<file path="config.mk">
export PLATFORM = sky130hd
export DESIGN_NAME = ivx_ram
export DESIGN_NICKNAME = d
export VERILOG_FILES = /design/src/rtl/ivx_ram.sv
export SDC_FILE = /design/constraint.sdc
export NUM_CORES = 1
export LEC_CHECK = 0
export ABC_AREA = 1
export BUFFER_PORTS_ARGS = -buffer_cell sky130_fd_sc_hd__buf_4
export CORE_AREA = 2 2 221 223
export CTS_CLUSTER_DIAMETER = 120
export DETAILED_ROUTE_END_ITERATION = 8
export DIE_AREA = 0 0 223 225
export PLACE_DENSITY_LB_ADDON = 0.1
export SLEW_MARGIN = 40
export SYNTH_ARGS = -nofsm -noshare
export SYNTH_HDL_FRONTEND = slang
export SYNTH_SLANG_ARGS = --single-unit
</file>
<file path="constraint.sdc">
create_clock -name clk -period 5.85 [get_ports clk]
set_clock_uncertainty 0.2 [all_clocks]
set_input_delay 0.8775 -clock clk [delete_from_list [all_inputs] [get_ports clk]]
set_output_delay 0.8775 -clock clk [all_outputs]
set_load 0.05 [all_outputs]
</file>
<file path="src/rtl/ivx_ram.sv">
`default_nettype none

module ivx_ram #(
  parameter int unsigned WIDTH = 64,
  parameter int unsigned DEPTH = 8
) (
  input  wire logic                     clk,
  input  wire logic                     we,
  input  wire logic [$clog2(DEPTH)-1:0] waddr,
  input  wire logic [WIDTH-1:0]         wdata,
  input  wire logic [$clog2(DEPTH)-1:0] raddr,
  output logic      [WIDTH-1:0]         rdata
);

  logic [WIDTH-1:0] mem [DEPTH];

  // Write one entry, read one entry with registered data
  always_ff @(posedge clk) begin
    if (we) begin
      mem[waddr] <= wdata;
    end
    rdata <= mem[raddr];
  end

endmodule

`default_nettype wire

</file>
==> run metrics <==
status finished clean; CP max stage cell inv_6; gpl congestion 0.749; max frequency 384 MHz; number of global-route vias before repair 14188; Reg2Reg Launch Point mem[7][27]; max incr delay on CP 0.70 ns; Syn Area/Cell 10.3 µm²; Hold/Removal Path Class in2reg; max capacitance violation total 0; Post-synth top cells 838 x nand2_1, 516 x inv_1, 512 x edfxtp_1, 256 x nand3_1, 64 x dfxtp_1; drt initial violations 800; first-pass iteration count of the detailed router 5; Die Ht 225 µm; CTS sink count 576; startpoint class of the critical path primary input; initial antenna violation count 4; number of synthesized register bits 576; Buffers on Ports 135; Core Rows 80; sequential element share of the synthesized area 70.4%; syn_nets 2366; Total GRT Usage 20.7%; Starting Density 49.8%; Worst Setup SP raddr[0]; Synth area leader edfxtp_1; Remaining DRCs 0; footprint of the multi-input gates 0.00452 mm²; Synth async-reset ratio 0%; Final HPWL DP 26.9 mm; placed cell area 0.0252 mm²; setup bufs post-CTS 0; Clock Tree Buf Depth 3; Syn-to-layout area delta 14.9%; via count 14681; minimum clock period 2.61 ns; CP top delay family buffers and inverters; RSZ-0062 raised after global routing no; Total Routed Length 51.1 mm; Critical Path RT 6.15 ns; die width 223 µm; top-area cell type share of the netlist area 65.0%; post-layout net count 2492; Core Area 0.0475 mm²; measured slew at the worst slew-check pin 0.846 ns; GRT overflow 0; CTS Buf Count 59; FILL cells 3936; kind of critical path in2reg; H-tree depth 2; Gate Count Post-Synth 2294; Die Footprint 0.0502 mm²; Synth Flop Type edfxtp_1; Final ANT Viol Nets 0; final setup TNS 0 ns; IO Pins 136; Leak 12.5 nW; most frequent cell after synthesis nand2_1; worst hold slack 0.300 ns; largest net degree at the start of global routing 171; top post-synthesis cells by area edfxtp_1 65%, nand2_1 13%, inv_1 8.2%; synthesized area 0.0237 mm²; # hold bufs at CTS 0; share of layout cells above drive strength 1 10.7%; CP Max Fanout 94; first-pass GRT wire length 79.5 mm; Reg clk slew, reported paths 0.06 ns; clock root buffer clkbuf_16; Final Cell Area 0.0272 mm²; via density per instance 4.76; Worst-Skew Late Latency 0.60 ns; post-cts resize count 0; register area 0.0167 mm²; final setup vio count 0; Max VDD drop 220 µV; cell repeated most along the worst path nand2_1; final core occ 57.2%; CP Capture Type flop; PD cells 338 mW/mm²; worst path cell trace clkbuf_8, inv_6, buf_4, nand2_1, nand3_1, nand2_1, nand2_1, nand2_1; CTS tree done; Arrival @ worst endpoint 2.90 ns; synth warn 0; final max-slew violation count 0; Post-synth EDFFs 512; Tcrit/Tclk final 44.5%; CP bufs+invs 3; Synth cell types 12; Final Hold Violating Endpoints 0; drt wl/cell 16.6 µm; Max transition margin 43.6%; hold_sp wdata[22]
power breakdown:
group / internal, mW / switching, mW
Sequential: 4.65 / 0.0483
Combinational: 0.212 / 0.535
Clock: 2.21 / 1.53
Total: 7.06 / 2.11
worst register-to-register path, stage by stage, from the launching register on:
cell,delay (ns)
edfxtp_1,0.37
inv_1,0.07
nand2_1,0.05
nand3_1,0.12
nand2_1,0.06
nand2_1,0.06
nand2_1,0.07
kinds of logic after synthesis:
| family | count (synthesis) | synth area share [%] |
|---|---|---|
| buffers and inverters | 616 | 10.8 |
| DFF | 576 | 70.4 |
| and+or+nand+nor | 1102 | 18.8 |
registers in the layout (all words and copies together), names as in the netlist:
| signal | cells |
|---|---|
| mem | 512 |
| rdata | 64 |
cell usage in the layout (no fill, tap or decap):
master	count
buf_12	3
buf_16	2
buf_4	151
buf_6	3
buf_8	3
bufinv_16	6
clkbuf_1	15
clkbuf_16	61
clkbuf_8	4
clkinv_1	6
clkinv_2	14
clkinvlp_4	4
dfxtp_1	64
diode_2	2
edfxtp_1	512
inv_1	515
inv_4	2
inv_6	1
inv_8	1
nand2_1	838
nand3_1	256
nor2_4	8
cell type report:
| cell class | count | area share (%) |
|---|---|---|
| timing repair buffer | 163 | 4.93 |
| clock buffer | 79 | 5.97 |
| sequential | 576 | 61.3 |
| antenna | 2 | 0.0184 |
| multi-input combinational | 1102 | 16.6 |
| tap | 615 | 2.83 |
| clock inverter | 31 | 1.16 |
| inverter | 518 | 7.19 |
path summary, 6_finish.rpt:
kind	depth (start not counted)	slack (ns)	to
max	8	3.24	rdata[45]
min	1	0.30	mem[3][22]
max reg2reg	6	4.73	rdata[27]
min reg2reg	6	0.42	rdata[37]
metrics by stage:
step / setup slack [ns] / std cells / power (mW)
after floorplan: 1.47 / 2294 / 5.26
after global placement: 2.63 / 2969 / 5.52
after detailed placement: 2.62 / 2974 / 5.54
after CTS: 3.26 / 3084 / 9.26
after global routing: 3.07 / 3085 / 9.50
final: 3.24 / 3086 / 9.18
metal layers:
layer / wire length, µm / track usage [%]
met2: 24600 / 35.1
met3: 2400 / 3.23
met1: 22800 / 27.3
met4: 1260 / 7.27
met5: 24 / 0
No activity file was read; power rests on OpenSTA's default activity.
